`config.mk`:
```
export PLATFORM = sky130hd
export DESIGN_NAME = shaft_speed_autorange_capture_unit
export DESIGN_NICKNAME = d
export VERILOG_FILES = /design/src/hdl/ssac_pkg.sv /design/src/hdl/ssac_div.sv /design/src/hdl/ssac_dp.sv /design/src/hdl/ssac_ctrl.sv /design/src/hdl/shaft_speed_autorange_capture_unit.sv
export SDC_FILE = /design/constraint.sdc
export NUM_CORES = 1
export LEC_CHECK = 0
export BUFFER_PORTS_ARGS = -buffer_cell sky130_fd_sc_hd__buf_2
export CORE_ASPECT_RATIO = 1.5
export CORE_MARGIN = 2
export CORE_UTILIZATION = 57
export CTS_CLUSTER_DIAMETER = 120
export DETAILED_ROUTE_END_ITERATION = 8
export HOLD_SLACK_MARGIN = 0.05
export PLACE_DENSITY = 0.79
export SYNTH_ARGS = -nofsm -noshare
export SYNTH_HDL_FRONTEND = slang
export SYNTH_SLANG_ARGS = --single-unit
```
`constraint.sdc`:
```
create_clock -name aclk -period 19.3 [get_ports aclk]
set_clock_uncertainty 0.1 [all_clocks]
set_input_delay 3.86 -clock aclk [delete_from_list [all_inputs] [get_ports aclk]]
set_output_delay 3.86 -clock aclk [all_outputs]
set_load 0.05 [all_outputs]
```
`src/hdl/ssac_pkg.sv`:
```
// shared types, constants and helper functions for the shaft speed capture unit
`timescale 1ns / 1ps

package ssac_pkg;

    localparam int NUM_W      = 22;
    localparam int PERIOD_W   = 16;
    localparam int SPEED_W    = 16;
    localparam int ACC_W      = 13;
    localparam int MODE_W     = 3;
    localparam int GLITCH_W   = 8;

    localparam logic [MODE_W-1:0] MODE_DIV1 = 3'd1;
    localparam logic [MODE_W-1:0] MODE_DIV3 = 3'd3;
    localparam logic [MODE_W-1:0] MODE_DIV4 = 3'd4;

    localparam logic [NUM_W-1:0] NUM_DIV1 = 22'd500000;
    localparam logic [NUM_W-1:0] NUM_DIV3 = 22'd2000000;
    localparam logic [NUM_W-1:0] NUM_DIV4 = 22'd4000000;

    localparam logic [PERIOD_W-1:0] PERIOD_FAST_MID = 16'd1250;
    localparam logic [PERIOD_W-1:0] PERIOD_SLOW     = 16'd3333;
    localparam logic [PERIOD_W-1:0] PERIOD_FAST_LOW = 16'd625;
    localparam logic [PERIOD_W-1:0] PERIOD_MAX      = 16'hFFFF;

    localparam logic [SPEED_W-1:0] LIMIT_CH0   = 16'd600;
    localparam logic [SPEED_W-1:0] LIMIT_CH1   = 16'd800;
    localparam logic [SPEED_W-1:0] LIMIT_NONE  = 16'hFFFF;
    localparam logic [SPEED_W-1:0] SPEED_MAX   = 16'hFFFF;
    localparam logic [SPEED_W-1:0] SPEED_CEIL  = 16'd8000;
    localparam logic [SPEED_W-1:0] SPEED_FLOOR = 16'd60;

    localparam logic [MODE_W-1:0] MODE_RESET = MODE_DIV3;

    typedef struct packed {
        logic load;
        logic div_start;
        logic commit;
    } ssac_cmd_t;

    typedef struct packed {
        logic need_div;
        logic div_done;
    } ssac_stat_t;

    function automatic logic mode_valid(input logic [MODE_W-1:0] mode);
        return (mode == MODE_DIV1) || (mode == MODE_DIV3) || (mode == MODE_DIV4);
    endfunction

    function automatic logic [NUM_W-1:0] numerator_for(input logic [MODE_W-1:0] mode);
        logic [NUM_W-1:0] num;
        case (mode)
            MODE_DIV1: num = NUM_DIV1;
            MODE_DIV3: num = NUM_DIV3;
            MODE_DIV4: num = NUM_DIV4;
            default:   num = '0;
        endcase
        return num;
    endfunction

    function automatic logic [MODE_W-1:0] next_mode(input logic [MODE_W-1:0] mode,
                                                     input logic [PERIOD_W-1:0] period);
        logic [MODE_W-1:0] nxt;
        case (mode)
            MODE_DIV3: begin
                if (period < PERIOD_FAST_MID) nxt = MODE_DIV4;
                else if (period > PERIOD_SLOW) nxt = MODE_DIV1;
                else nxt = MODE_DIV3;
            end
            MODE_DIV4: nxt = (period > PERIOD_SLOW) ? MODE_DIV3 : MODE_DIV4;
            MODE_DIV1: nxt = (period < PERIOD_FAST_LOW) ? MODE_DIV3 : MODE_DIV1;
            default:   nxt = MODE_DIV3;
        endcase
        return nxt;
    endfunction

endpackage

```
`src/hdl/ssac_div.sv`:
```
// restoring divider, one quotient bit per cycle
`timescale 1ns / 1ps

module ssac_div (
    input  logic                          aclk,
    input  logic                          aresetn,
    input  logic                          start,
    input  logic [ssac_pkg::NUM_W-1:0]    dividend,
    input  logic [ssac_pkg::PERIOD_W-1:0] divisor,
    output logic                          done,
    output logic [ssac_pkg::NUM_W-1:0]    quotient
);
    import ssac_pkg::*;

    localparam int STEPS = NUM_W;
    localparam int CNT_W = $clog2(STEPS + 1);

    logic                busy_reg, busy_next;
    logic                done_reg, done_next;
    logic [CNT_W-1:0]    cnt_reg, cnt_next;
    logic [PERIOD_W-1:0] rem_reg, rem_next;
    logic [NUM_W-1:0]    quo_reg, quo_next;
    logic [PERIOD_W-1:0] div_reg, div_next;
    logic [PERIOD_W:0]   shifted;
    logic                fits;

    assign shifted = {rem_reg, quo_reg[NUM_W-1]};
    assign fits    = shifted >= {1'b0, div_reg};

    always_comb begin
        busy_next = busy_reg;
        done_next = 1'b0;
        cnt_next  = cnt_reg;
        rem_next  = rem_reg;
        quo_next  = quo_reg;
        div_next  = div_reg;
        if (start) begin
            busy_next = 1'b1;
            cnt_next  = CNT_W'(STEPS);
            rem_next  = '0;
            quo_next  = dividend;
            div_next  = divisor;
        end else if (busy_reg) begin
            rem_next = fits ? PERIOD_W'(shifted - {1'b0, div_reg}) : shifted[PERIOD_W-1:0];
            quo_next = {quo_reg[NUM_W-2:0], fits};
            cnt_next = cnt_reg - 1'b1;
            if (cnt_reg == CNT_W'(1)) begin
                busy_next = 1'b0;
                done_next = 1'b1;
            end
        end
    end

    always_ff @(posedge aclk) begin
        if (!aresetn) begin
            busy_reg <= 1'b0;
            done_reg <= 1'b0;
            cnt_reg  <= '0;
        end else begin
            busy_reg <= busy_next;
            done_reg <= done_next;
            cnt_reg  <= cnt_next;
        end
        rem_reg <= rem_next;
        quo_reg <= quo_next;
        div_reg <= div_next;
    end

    assign done     = done_reg;
    assign quotient = quo_reg;

endmodule

```
`src/hdl/ssac_dp.sv`:
```
// datapath: request latch, channel state, speed gating and result register
`timescale 1ns / 1ps

module ssac_dp (
    input  logic                          aclk,
    input  logic                          aresetn,
    input  ssac_pkg::ssac_cmd_t           cmd,
    output ssac_pkg::ssac_stat_t          stat,
    input  logic [1:0]                    report_mask,
    input  logic                          in_channel,
    input  logic                          in_capture_ready,
    input  logic [ssac_pkg::PERIOD_W-1:0] in_capture_period,
    input  logic                          in_timer_lapsed,
    output logic                          out_skipped,
    output logic [ssac_pkg::SPEED_W-1:0]  out_raw_speed,
    output logic [ssac_pkg::ACC_W-1:0]    out_accepted_speed,
    output logic [ssac_pkg::SPEED_W-1:0]  out_gate_limit,
    output logic [ssac_pkg::MODE_W-1:0]   out_prescale_mode,
    output logic                          out_mode_changed,
    output logic                          out_expired_set,
    output logic                          out_restart_report
);
    import ssac_pkg::*;

    // latched request
    logic                ch_reg;
    logic                rdy_reg;
    logic [PERIOD_W-1:0] per_reg;
    logic                lap_reg;

    // per-channel state, and the last speed shared by both channels
    logic [MODE_W-1:0]   mode_reg [2];
    logic                run_reg [2];
    logic [GLITCH_W-1:0] glitch_reg [2];
    logic [ACC_W-1:0]    acc_reg [2];
    logic [SPEED_W-1:0]  shared_reg;

    // result register
    logic                skipped_reg;
    logic [SPEED_W-1:0]  raw_reg;
    logic [ACC_W-1:0]    accepted_reg;
    logic [SPEED_W-1:0]  limit_reg;
    logic [MODE_W-1:0]   pmode_reg;
    logic                changed_reg;
    logic                expired_reg;
    logic                report_reg;

    logic                div_done;
    logic [NUM_W-1:0]    quotient;

    logic [MODE_W-1:0]   mode_cur;
    logic [MODE_W-1:0]   mode_nxt;
    logic [PERIOD_W-1:0] eff_period;
    logic [SPEED_W-1:0]  speed;
    logic                changed;
    logic                report;
    logic [GLITCH_W-1:0] cnt;
    logic [SPEED_W-1:0]  limit;
    logic [SPEED_W-1:0]  diff;
    logic [SPEED_W:0]    delta;
    logic                take;
    logic [ACC_W-1:0]    acc_new;
    logic                skip;

    ssac_div u_div (
        .aclk     (aclk),
        .aresetn  (aresetn),
        .start    (cmd.div_start),
        .dividend (numerator_for(mode_cur)),
        .divisor  (per_reg),
        .done     (div_done),
        .quotient (quotient)
    );

    always_comb begin
        mode_cur   = mode_reg[ch_reg];
        skip       = !rdy_reg && !lap_reg;
        eff_period = rdy_reg ? per_reg : PERIOD_MAX;

        if (!rdy_reg) begin
            speed = '0;
        end else if (!mode_valid(mode_cur)) begin
            speed = shared_reg;
        end else if (per_reg == '0 || quotient[NUM_W-1:SPEED_W] != '0) begin
            speed = SPEED_MAX;
        end else begin
            speed = quotient[SPEED_W-1:0];
        end

        mode_nxt = next_mode(mode_cur, eff_period);
        changed  = mode_nxt != mode_cur;
        // a timeout or a mode change stops the clock, so it restarts here too
        report   = (!run_reg[ch_reg] || !rdy_reg || changed) && report_mask[ch_reg];

        cnt = glitch_reg[ch_reg] + GLITCH_W'(lap_reg);
        if (cnt == '0) limit = '0;
        else if (cnt == GLITCH_W'(1)) limit = ch_reg ? LIMIT_CH1 : LIMIT_CH0;
        else limit = LIMIT_NONE;

        diff  = {{(SPEED_W-ACC_W){1'b0}}, acc_reg[ch_reg]} - speed;
        delta = diff[SPEED_W-1] ? (17'h10000 - {1'b0, diff}) : {1'b0, diff};
        take  = delta <= {1'b0, limit};

        acc_new = acc_reg[ch_reg];
        if (take) begin
            if (speed < SPEED_FLOOR) acc_new = '0;
            else if (speed <= SPEED_CEIL) acc_new = speed[ACC_W-1:0];
        end
    end

    assign stat.need_div = rdy_reg && mode_valid(mode_cur) && (per_reg != '0);
    assign stat.div_done = div_done;

    always_ff @(posedge aclk) begin
        if (cmd.load) begin
            ch_reg  <= in_channel;
            rdy_reg <= in_capture_ready;
            per_reg <= in_capture_period;
            lap_reg <= in_timer_lapsed;
        end
        if (cmd.commit) begin
            skipped_reg  <= skip;
            raw_reg      <= skip ? '0 : speed;
            accepted_reg <= skip ? acc_reg[ch_reg] : acc_new;
            limit_reg    <= skip ? '0 : limit;
            pmode_reg    <= skip ? mode_cur : mode_nxt;
            changed_reg  <= !skip && changed;
            expired_reg  <= !skip && !rdy_reg;
            report_reg   <= !skip && report;
        end
    end

    always_ff @(posedge aclk) begin
        if (!aresetn) begin
            for (int i = 0; i < 2; i++) begin
                mode_reg[i]   <= MODE_RESET;
                run_reg[i]    <= 1'b0;
                glitch_reg[i] <= '0;
                acc_reg[i]    <= '0;
            end
            shared_reg <= '0;
        end else if (cmd.commit && !skip) begin
            mode_reg[ch_reg]   <= mode_nxt;
            run_reg[ch_reg]    <= 1'b1;
            glitch_reg[ch_reg] <= take ? '0 : cnt;
            acc_reg[ch_reg]    <= acc_new;
            shared_reg         <= speed;
        end
    end

    assign out_skipped        = skipped_reg;
    assign out_raw_speed      = raw_reg;
    assign out_accepted_speed = accepted_reg;
    assign out_gate_limit     = limit_reg;
    assign out_prescale_mode  = pmode_reg;
    assign out_mode_changed   = changed_reg;
    assign out_expired_set    = expired_reg;
    assign out_restart_report = report_reg;

endmodule

```
`src/hdl/ssac_ctrl.sv`:
```
// controller: sequences request latch, division and result commit
`timescale 1ns / 1ps

module ssac_ctrl (
    input  logic                 aclk,
    input  logic                 aresetn,
    input  logic                 s_valid,
    output logic                 s_ready,
    output logic                 m_valid,
    input  logic                 m_ready,
    output ssac_pkg::ssac_cmd_t  cmd,
    input  ssac_pkg::ssac_stat_t stat
);
    import ssac_pkg::*;

    typedef enum logic [1:0] {
        ST_IDLE,
        ST_DECIDE,
        ST_DIV,
        ST_FINISH
    } state_t;

    state_t state_reg, state_next;
    logic   m_valid_reg, m_valid_next;
    logic   out_free;

    assign out_free = !m_valid_reg || m_ready;

    always_comb begin
        state_next    = state_reg;
        cmd.load      = 1'b0;
        cmd.div_start = 1'b0;
        cmd.commit    = 1'b0;
        m_valid_next  = m_valid_reg && !m_ready;
        case (state_reg)
            ST_IDLE: begin
                if (s_valid) begin
                    cmd.load   = 1'b1;
                    state_next = ST_DECIDE;
                end
            end
            ST_DECIDE: begin
                if (stat.need_div) begin
                    cmd.div_start = 1'b1;
                    state_next    = ST_DIV;
                end else begin
                    state_next = ST_FINISH;
                end
            end
            ST_DIV: begin
                if (stat.div_done) state_next = ST_FINISH;
            end
            ST_FINISH: begin
                // wait for the result register to free up
                if (out_free) begin
                    cmd.commit   = 1'b1;
                    m_valid_next = 1'b1;
                    state_next   = ST_IDLE;
                end
            end
            default: state_next = ST_IDLE;
        endcase
    end

    always_ff @(posedge aclk) begin
        if (!aresetn) begin
            state_reg   <= ST_IDLE;
            m_valid_reg <= 1'b0;
        end else begin
            state_reg   <= state_next;
            m_valid_reg <= m_valid_next;
        end
    end

    assign s_ready = state_reg == ST_IDLE;
    assign m_valid = m_valid_reg;

endmodule

```
`src/hdl/shaft_speed_autorange_capture_unit.sv`:
```
// a request is latched in idle, checked in decide and committed in finish; the bit-serial
// 22-step divider runs in between when a division is needed; no new request is taken
// before commit, yet one is taken while the last result waits in the output register
// reset: synchronous active-low aresetn; modes return to 3, speeds, counters and the
// restart mask clear, clocks read as stopped; no clearing pass
`timescale 1ns / 1ps

module shaft_speed_autorange_capture_unit (
    input  logic                          aclk,
    input  logic                          aresetn,
    input  logic                          s_valid,
    output logic                          s_ready,
    input  logic                          s_channel,
    input  logic                          s_capture_ready,
    input  logic [ssac_pkg::PERIOD_W-1:0] s_capture_period,
    input  logic                          s_timer_lapsed,
    output logic                          m_valid,
    input  logic                          m_ready,
    output logic                          m_skipped,
    output logic [ssac_pkg::SPEED_W-1:0]  m_raw_speed,
    output logic [ssac_pkg::ACC_W-1:0]    m_accepted_speed,
    output logic [ssac_pkg::SPEED_W-1:0]  m_gate_limit,
    output logic [ssac_pkg::MODE_W-1:0]   m_prescale_mode,
    output logic                          m_mode_changed,
    output logic                          m_expired_set,
    output logic                          m_restart_report,
    input  logic                          psel,
    input  logic                          penable,
    input  logic                          pwrite,
    input  logic [2:0]                    paddr,
    input  logic [31:0]                   pwdata,
    output logic [31:0]                   prdata,
    output logic                          pready
);
    import ssac_pkg::*;

    localparam logic ADDR_REPORT_MASK = 1'b0;

    ssac_cmd_t  cmd;
    ssac_stat_t stat;
    logic [1:0] mask_reg;

    assign pready = 1'b1;
    assign prdata = (paddr[2] == ADDR_REPORT_MASK) ? {30'b0, mask_reg} : 32'b0;

    always_ff @(posedge aclk) begin
        if (!aresetn) begin
            mask_reg <= '0;
        end else if (psel && penable && pwrite && pready && paddr[2] == ADDR_REPORT_MASK) begin
            mask_reg <= pwdata[1:0];
        end
    end

    ssac_ctrl u_ctrl (
        .aclk    (aclk),
        .aresetn (aresetn),
        .s_valid (s_valid),
        .s_ready (s_ready),
        .m_valid (m_valid),
        .m_ready (m_ready),
        .cmd     (cmd),
        .stat    (stat)
    );

    ssac_dp u_dp (
        .aclk               (aclk),
        .aresetn            (aresetn),
        .cmd                (cmd),
        .stat               (stat),
        .report_mask        (mask_reg),
        .in_channel         (s_channel),
        .in_capture_ready   (s_capture_ready),
        .in_capture_period  (s_capture_period),
        .in_timer_lapsed    (s_timer_lapsed),
        .out_skipped        (m_skipped),
        .out_raw_speed      (m_raw_speed),
        .out_accepted_speed (m_accepted_speed),
        .out_gate_limit     (m_gate_limit),
        .out_prescale_mode  (m_prescale_mode),
        .out_mode_changed   (m_mode_changed),
        .out_expired_set    (m_expired_set),
        .out_restart_report (m_restart_report)
    );

`ifndef ASSERT_OFF
    a_busy_after_request: assert property (@(posedge aclk) disable iff (!aresetn)
        s_valid && s_ready |=> !s_ready)
        else $error("request taken while previous one still in work");

    a_accepted_in_range: assert property (@(posedge aclk) disable iff (!aresetn)
        m_valid |-> m_accepted_speed <= ACC_W'(SPEED_CEIL))
        else $error("accepted speed above ceiling");

    a_skip_is_quiet: assert property (@(posedge aclk) disable iff (!aresetn)
        m_valid && m_skipped |-> m_raw_speed == '0 && m_gate_limit == '0
            && !m_mode_changed && !m_expired_set && !m_restart_report)
        else $error("skipped result carries updates");

    a_mode_after_range: assert property (@(posedge aclk) disable iff (!aresetn)
        m_valid && !m_skipped |-> m_prescale_mode == MODE_DIV1
            || m_prescale_mode == MODE_DIV3 || m_prescale_mode == MODE_DIV4)
        else $error("auto-ranging left an invalid mode");
`endif

endmodule
```
# Yosys cells after proc, flatten, opt, wreduce, memory -nomap -nowiden
# Memory sizes are Yosys's and may differ from the RTL's. A register that Yosys moved wholly into a read port is not among the register bits.
# Cells that the tools add are included.
# totals
regBits	153
ram_bits	50
inputBits	61
out_inout_bits	87
word_cells	157
n_memories	4
# memory_table
memory	words	word_bits	rd	rd_ports_with_merged_regs	wr	line_no	text
u_dp.acc_reg	2	13	1	1	2	ssac_dp.sv:35	logic [ACC_W-1:0] acc_reg [2];
u_dp.glitch_reg	2	8	1	1	2	ssac_dp.sv:34	logic [GLITCH_W-1:0] glitch_reg [2];
u_dp.mode_reg	2	3	1	1	2	ssac_dp.sv:32	logic [MODE_W-1:0] mode_reg [2];
u_dp.run_reg	2	1	1	1	2	ssac_dp.sv:33	logic run_reg [2];
# op_classes
n_addsub	5
order_cmp	8
n_eq_ne	12
muxes	65
n_bitwise	3
reduce_logical	37
# ops
operator	n
$mux W16	7
$pmux W22 S3	1
$mux W13	5
$mux W22	2
$mux W1	32
$ge A17 B16 Y1	1
$le A17 B16 Y1	1
$mux W17	1
$sub A17 B16 Y17 const A	1
$gt A16 B12 Y1 const B	1
$le A16 B13 Y1 const B	1
$logic_not A16 Y1	1
$lt A16 B10 Y1 const B	1
$lt A16 B11 Y1 const B	1
$lt A16 B6 Y1 const B	1
$mux W8	2
$reduce_bool A16 Y1	1
$sub A13 B16 Y16	1
$sub A16 B16 Y16	1
$reduce_or A13 Y1	1
$logic_and A1 B1 Y1	12
$mux W2	6
$mux W3	4
$mux W5	2
28 further kinds	43

# Depth between registers and ports, before layout
# Gate-level depths: netlist of the first run.
# depth
depth_word	11
mapped_depth	34
depth_no_buf	30

# Hierarchy
# Synthesis of the first run repeated with hierarchy kept, for this count alone.
# hier_totals
cells_unflattened	1055
hier_area_um2	11342.1
# by_module_without_submodules
module	n_inst	cells_each	area_per_inst_um2
ssac_dp	1	673	7347.0
ssac_div	1	311	3387.0
shaft_speed_autorange_capture_unit	1	44	346.6
ssac_ctrl	1	27	261.5

# Worst setup path before layout of the first run
# Ideal clock, no wire load.
# synth_timing
kind	input port to output port
start	in paddr[2]
end	out prdata[0]
arrival_time_ps	4549
required_ps	15340
slack_ps	10791
stages	1
path_buffers	0
path_cell_list	nor2b_1
# synth_between
elab_chain_cells	1
# synth_lines
element	line_no	text
start, declared	shaft_speed_autorange_capture_unit.sv:30	input logic [2:0] paddr,
$mux W2	shaft_speed_autorange_capture_unit.sv:44	assign prdata = (paddr[2] == ADDR_REPORT_MASK) ? {30'b0, mask_reg} : 32'b0;
end, declared	shaft_speed_autorange_capture_unit.sv:32	output logic [31:0] prdata,
# Every way passes these cells.

==> results.yml, run 1 <==
cts:
  cts_tree: "yes"
  ctsHtreeMaxLevel: 4
  insertion_delay_ps: 450
  cts_root_buf: "clkbuf_16"
  cts_setup_buffers: 0
  cts_resized: 0
  clk_pin_slew_ps: 70
  cts_buffers: 17
  cts.sinks: 192
  hold_buffers: 0
  clockBufferDepth: 2
synthesis:
  synthAdderAreaFrac: 0.0617
  synth.area.top_cells: "edfxtp_1, dfxtp_1, ha_1"
  avgSynthCellArea_sq_um: 10.3
  yosys.area_share.simple: 0.147
  yosysUniqueCellTypes: 89
  synth_compound_area_frac: 0.152
  synth_area_leader_cell: "edfxtp_1"
  synthMuxAreaShare: 0.0459
  synth_flop_cell: "edfxtp_1"
  synth_area_sq_um: 11000
  synth_xor_area_frac: 0.0400
  synthCells: 1068
  synth_top_family_by_area: "compound AO/OA/AOI/OAI gates"
  synth_seq_area_share: 0.482
  ys_ff_latch: 192
  ys_warn_count: 0
  synth_async_sr_flop_share: 0
  synth_edf_count: 145
  yosysTopAreaCellShare: 0.396
setup_path:
  start_kind: "flip-flop"
  cpMaxStageDelayCell: "nor3_2"
  cp_data_arrival_time_ps: 9290
  rr_worst_depth: 30
  critPathKind: "reg2reg"
  worst_ep_required_time_ps: 19310
  worst_path_largest_cell_delay_ps: 710
  crit_path_end_kind: "flip-flop"
  critPathMaxFanout: 37
placed_design:
  placed_area_sq_um: 11400
  place_inst: 1367
  port_buffers: 84
  dp.final_hpwl_um: 18800
  dpl_worst_slack_ps: 10250
  gp_congestion: 0.959
die:
  die_y_um: 174
  fp.dieW_um: 117
  ios: 148
  die-area_sq_um: 20400
  initial_core_util: 0.578
  rows: 62
  core_sq_um: 19000
finish:
  diodes: 0
  largest_register_ffs: 26
  layoutNonFillerInstCount: 1399
  nets: 1244
  final_area_sq_um: 12100
  drive_gt1_frac: 0.157
  fill_cells: 1522
  area_delta_synth_final_pct: 9.89
routing:
  drcViolationCount: 0
  drt_iter0_drc: 697
  detail_route.vias_per_cell: 5.96
  routed_wl_um: 26000
  drt-wirelength-per-cell_um: 18.6
  drt-pass1-iter-count: 6
  ant_nets: 0
  vias: 8339
pwr:
  p_leak_uw: 0.00485
  ir_worst_vdd_mv: 0.0742
  power_density_nw_per_um2: 151
  finalPower_uw: 1820
grt:
  antenna_found_initial: 0
  grt.overflow.total: 0
  grt.total_usage: 0.257
  grt_max_degree: 46
  grt_pass1_vias: 8327
  grt_pass1_wl_um: 41100
sta:
  fin_ws_ps: 10020
  setup_tns_ps: 0
  slew_headroom: 0.209
  min_period_over_period: 0.481
  finalHoldViolations: 0
  setup_viol_count_final: 0
  max_freq_mhz: 108
  worstMarginPinSlew_ps: 1190
  period_minus_slack_ps: 9280
  slew_violations: 0
  grt_setup_unrepaired: "no"
worst_hold_path:
  holdPathStages: 0
  holdCritPathClass: "reg2reg"
outcome:
  run_status: "finished clean"
job:
  maxCapViolations: 0
==> cell families (layout without fill, tap and decap cells) <==
group	after synthesis	in the layout
simple gates	317	317
flops	192	192
mux	45	45
fa+ha+maj	53	53
xor+xnor	46	46
compound gates	256	256
other cells	2	31
buf+inv	157	203
==> critical path, delay by kind of cell, from the launching register on <==
family,cells,cell delay (ps)
muxes,1,400
AOI/OAI and AO/OA,18,4630
and+or+nand+nor,7,2140
buffers and inverters,2,700
DFF,1,320
adders and majority gates,2,630
==> final timing paths <==
kind | startpoint | slack [ps] | endpoint
worst max register to register | flip-flop | 10020 | u_dp.out_accepted_speed[5]$_DFFE_PP_
worst min register to register | u_dp.per_reg[14]$_DFFE_PP_ | 350 | u_dp.u_div.div_reg[14]$_DFFE_PP_
worst max-delay path | flip-flop | 10020 | u_dp.out_accepted_speed[5]$_DFFE_PP_
worst min-delay path | u_dp.per_reg[14]$_DFFE_PP_ | 350 | u_dp.u_div.div_reg[14]$_DFFE_PP_
==> synth_stat cells (21+ instances only) <==
| cell type | n |
|---|---|
| nor2b_1 | 21 |
| clkbuf_1 | 24 |
| xnor2_1 | 32 |
| nor3_1 | 26 |
| nor2_1 | 87 |
| inv_1 | 75 |
| mux2i_1 | 24 |
| ha_1 | 51 |
| dfxtp_1 | 47 |
| nand2_1 | 69 |
| and2_1 | 24 |
| o21ai_0 | 62 |
| buf_4 | 43 |
| edfxtp_1 | 145 |
| a21oi_1 | 66 |
==> cell type report <==
cell class	count	area, sq um	share of cell area
clock buffer	17	425	0.0352
tap	256	320	0.0265
clock inverter	15	213	0.0176
multi-input combinational	748	5040	0.417
timing repair buffer	93	488	0.0404
sequential	192	5300	0.439
inverter	78	293	0.0243
==> per-layer routing <==
metal	track usage	wire [um]
met1	0.267	9320
met3	0.0413	1270
met2	0.479	14100
met5	0	0
met4	0.157	1310
==> stage by stage <==
stage,hold slack (ps),utilization
floorplan,322,-
global placement,332,0.602
detailed placement,338,0.602
CTS,357,0.635
global route,363,0.635
finish,354,0.635
==> power by group <==
| group | switching, uW | internal (uW) |
|---|---|---|
| Sequential | 45.9 | 540 |
| Clock | 179 | 190 |
| Combinational | 542 | 324 |
==> placed cells by master, fill, tap and decap left out, types with 20 or more instances in the layout <==
cell        n
mux2i_1    24
and2_1     24
nor2_1     87
nor2b_1    20
nor3_1     26
inv_1      75
o21ai_0    62
edfxtp_1  145
ha_1       51
a21oi_1    66
xnor2_1    32
buf_2      84
nand2_1    69
dfxtp_1    47
conb_1     31
(Power assumes the default switching activity.)
==> run 2: changes to the inputs <==
==> constraint.sdc (replaced) <==
create_clock -name aclk -period 8.7 [get_ports aclk]
set_clock_uncertainty 0.1 [all_clocks]
set_input_delay 1.74 -clock aclk [delete_from_list [all_inputs] [get_ports aclk]]
set_output_delay 1.74 -clock aclk [all_outputs]
set_load 0.05 [all_outputs]
==> run 2 against run 1 <==
Routed wire length shrank 2.1%. Critical endpoint is now u_dp.acc_reg[0][0]$_SDFFCE_PN0P_. Clock power increased by 110%. Hold slack better by 1.8 ps. Sequential share of layout area barely moved. Largest power group unchanged. Sequential power increased by 120%. Critical path type unchanged.
==> results.yml, run 2 (synthesized netlist as in run 1, its figures left out) <==
cts:
  insertion_delay_ps: 450
  cts_root_buf: "clkbuf_16"
  cts_setup_buffers: 0
  cts_resized: 0
  clockBufferDepth: 2
  clk_pin_slew_ps: 70
  cts_tree: "yes"
  cts_buffers: 17
  cts.sinks: 192
  ctsHtreeMaxLevel: 4
  hold_buffers: 0
die:
  core_sq_um: 19000
  die-area_sq_um: 20400
  fp.dieW_um: 117
  ios: 148
  rows: 62
  die_y_um: 174
  initial_core_util: 0.578
sta:
  setup_viol_count_final: 0
  slew_violations: 0
  grt_setup_unrepaired: "no"
  min_period_over_period: 0.896
  setup_tns_ps: 0
  finalHoldViolations: 0
  worstMarginPinSlew_ps: 1230
  period_minus_slack_ps: 7800
  max_freq_mhz: 128
  slew_headroom: 0.179
routing:
  drcViolationCount: 0
  vias: 8258
  ant_nets: 0
  detail_route.vias_per_cell: 5.87
  routed_wl_um: 25500
  drt_iter0_drc: 556
  drt-wirelength-per-cell_um: 18.1
  drt-pass1-iter-count: 4
pwr:
  power_density_nw_per_um2: 331
  sw_frac_of_total: 0.417
  pwr-share-seq: 0.327
  intPower_uw: 2330
  ir_worst_vdd_mv: 0.178
  combPwrFrac: 0.477
  switchingPower_uw: 1670
  p_leak_uw: 0.00485
  clkPwrFrac: 0.196
setup_path:
  cp_data_arrival_time_ps: 7840
  critPathKind: "reg2reg"
  start_kind: "flip-flop"
  cpMaxStageDelayCell: "dfxtp_1"
  worst_path_largest_cell_delay_ps: 620
  crit_path_end_kind: "flip-flop"
  worst_ep_required_time_ps: 8750
  critPathMaxFanout: 19
grt:
  grt_max_degree: 46
  grt_pass1_vias: 8295
  antenna_found_initial: 0
  grt.total_usage: 0.252
  grt.overflow.total: 0
  grt_pass1_wl_um: 40400
finish:
  mostFrequentLayoutCell: "edfxtp_1"
  drive_gt1_frac: 0.163
  most-common-layout-cells: "edfxtp_1, nor2_1, buf_2"
  diodes: 0
  final_area_sq_um: 12100
  area_delta_synth_final_pct: 9.97
  nets: 1251
  largest_register_ffs: 26
placed_design:
  gp_congestion: 0.944
  placed_area_sq_um: 11500
  dp.final_hpwl_um: 18500
  port_buffers: 84
job:
  maxCapViolations: 0
worst_hold_path:
  holdCritPathClass: "reg2reg"
outcome:
  run_status: "finished clean"
==> run 2: routing by layer <==
| metal | global-route usage | wire, um |
|---|---|---|
| met2 | 0.471 | 13800 |
| met3 | 0.0407 | 900 |
| met5 | 0 | 0 |
| met4 | 0.161 | 1500 |
| met1 | 0.259 | 9290 |
==> run 2: through the flow <==
| step | setup slack [ps] | total power (uW) | util | hold WS, ps | std cells |
|---|---|---|---|---|---|
| after CTS | 915 | 4010 | 0.636 | 355 | 1406 |
| after floorplan | 1890 | 2820 | - | 322 | 1097 |
| after detailed placement | 976 | 3220 | 0.604 | 341 | 1374 |
| final | 905 | 4000 | 0.636 | 356 | 1406 |
| after global routing | 294 | 4270 | 0.636 | 371 | 1406 |
| after global placement | 1110 | 3160 | 0.604 | 335 | 1374 |
==> run 2: critical path, delay by kind of cell (launching register included) <==
| kind | cells | cell delay [ps] |
|---|---|---|
| buf+inv | 2 | 400 |
| mux | 1 | 380 |
| fa+ha+maj | 2 | 520 |
| simple gates | 6 | 1120 |
| compound gates | 19 | 4320 |
| flops | 1 | 620 |
==> run 2: area by class of cell <==
| class | count | area [sq um] |
|---|---|---|
| fill | 1517 | 6930 |
| sequential | 192 | 5300 |
| multi-input combinational | 748 | 5040 |
| timing repair buffer | 100 | 541 |
| clock buffer | 17 | 425 |
| tap | 256 | 320 |
| inverter | 78 | 293 |
| clock inverter | 15 | 169 |
==> run 2: final timing paths <==
check	start	to	slack (ps)	cells past startpoint
worst max register to register	flip-flop	u_dp.acc_reg[0][0]$_SDFFCE_PN0P_	900	30
worst min-delay path	u_dp.run_reg[0]$_DFF_P_	u_dp.run_reg[0]$_DFF_P_	360	2
worst min register to register	u_dp.run_reg[0]$_DFF_P_	u_dp.run_reg[0]$_DFF_P_	360	2
worst max-delay path	flip-flop	u_dp.acc_reg[0][0]$_SDFFCE_PN0P_	900	30
==> run 2: power by group through the flow <==
| stage | Combinational (uW) | Clock, uW | Sequential, uW |
|---|---|---|---|
| after floorplan | 1470 | 0 | 1360 |
| after global placement | 1840 | 0 | 1320 |
| after detailed placement | 1890 | 0 | 1320 |
| after CTS | 1900 | 799 | 1310 |
| after global routing | 2110 | 831 | 1330 |
| final | 1910 | 785 | 1310 |
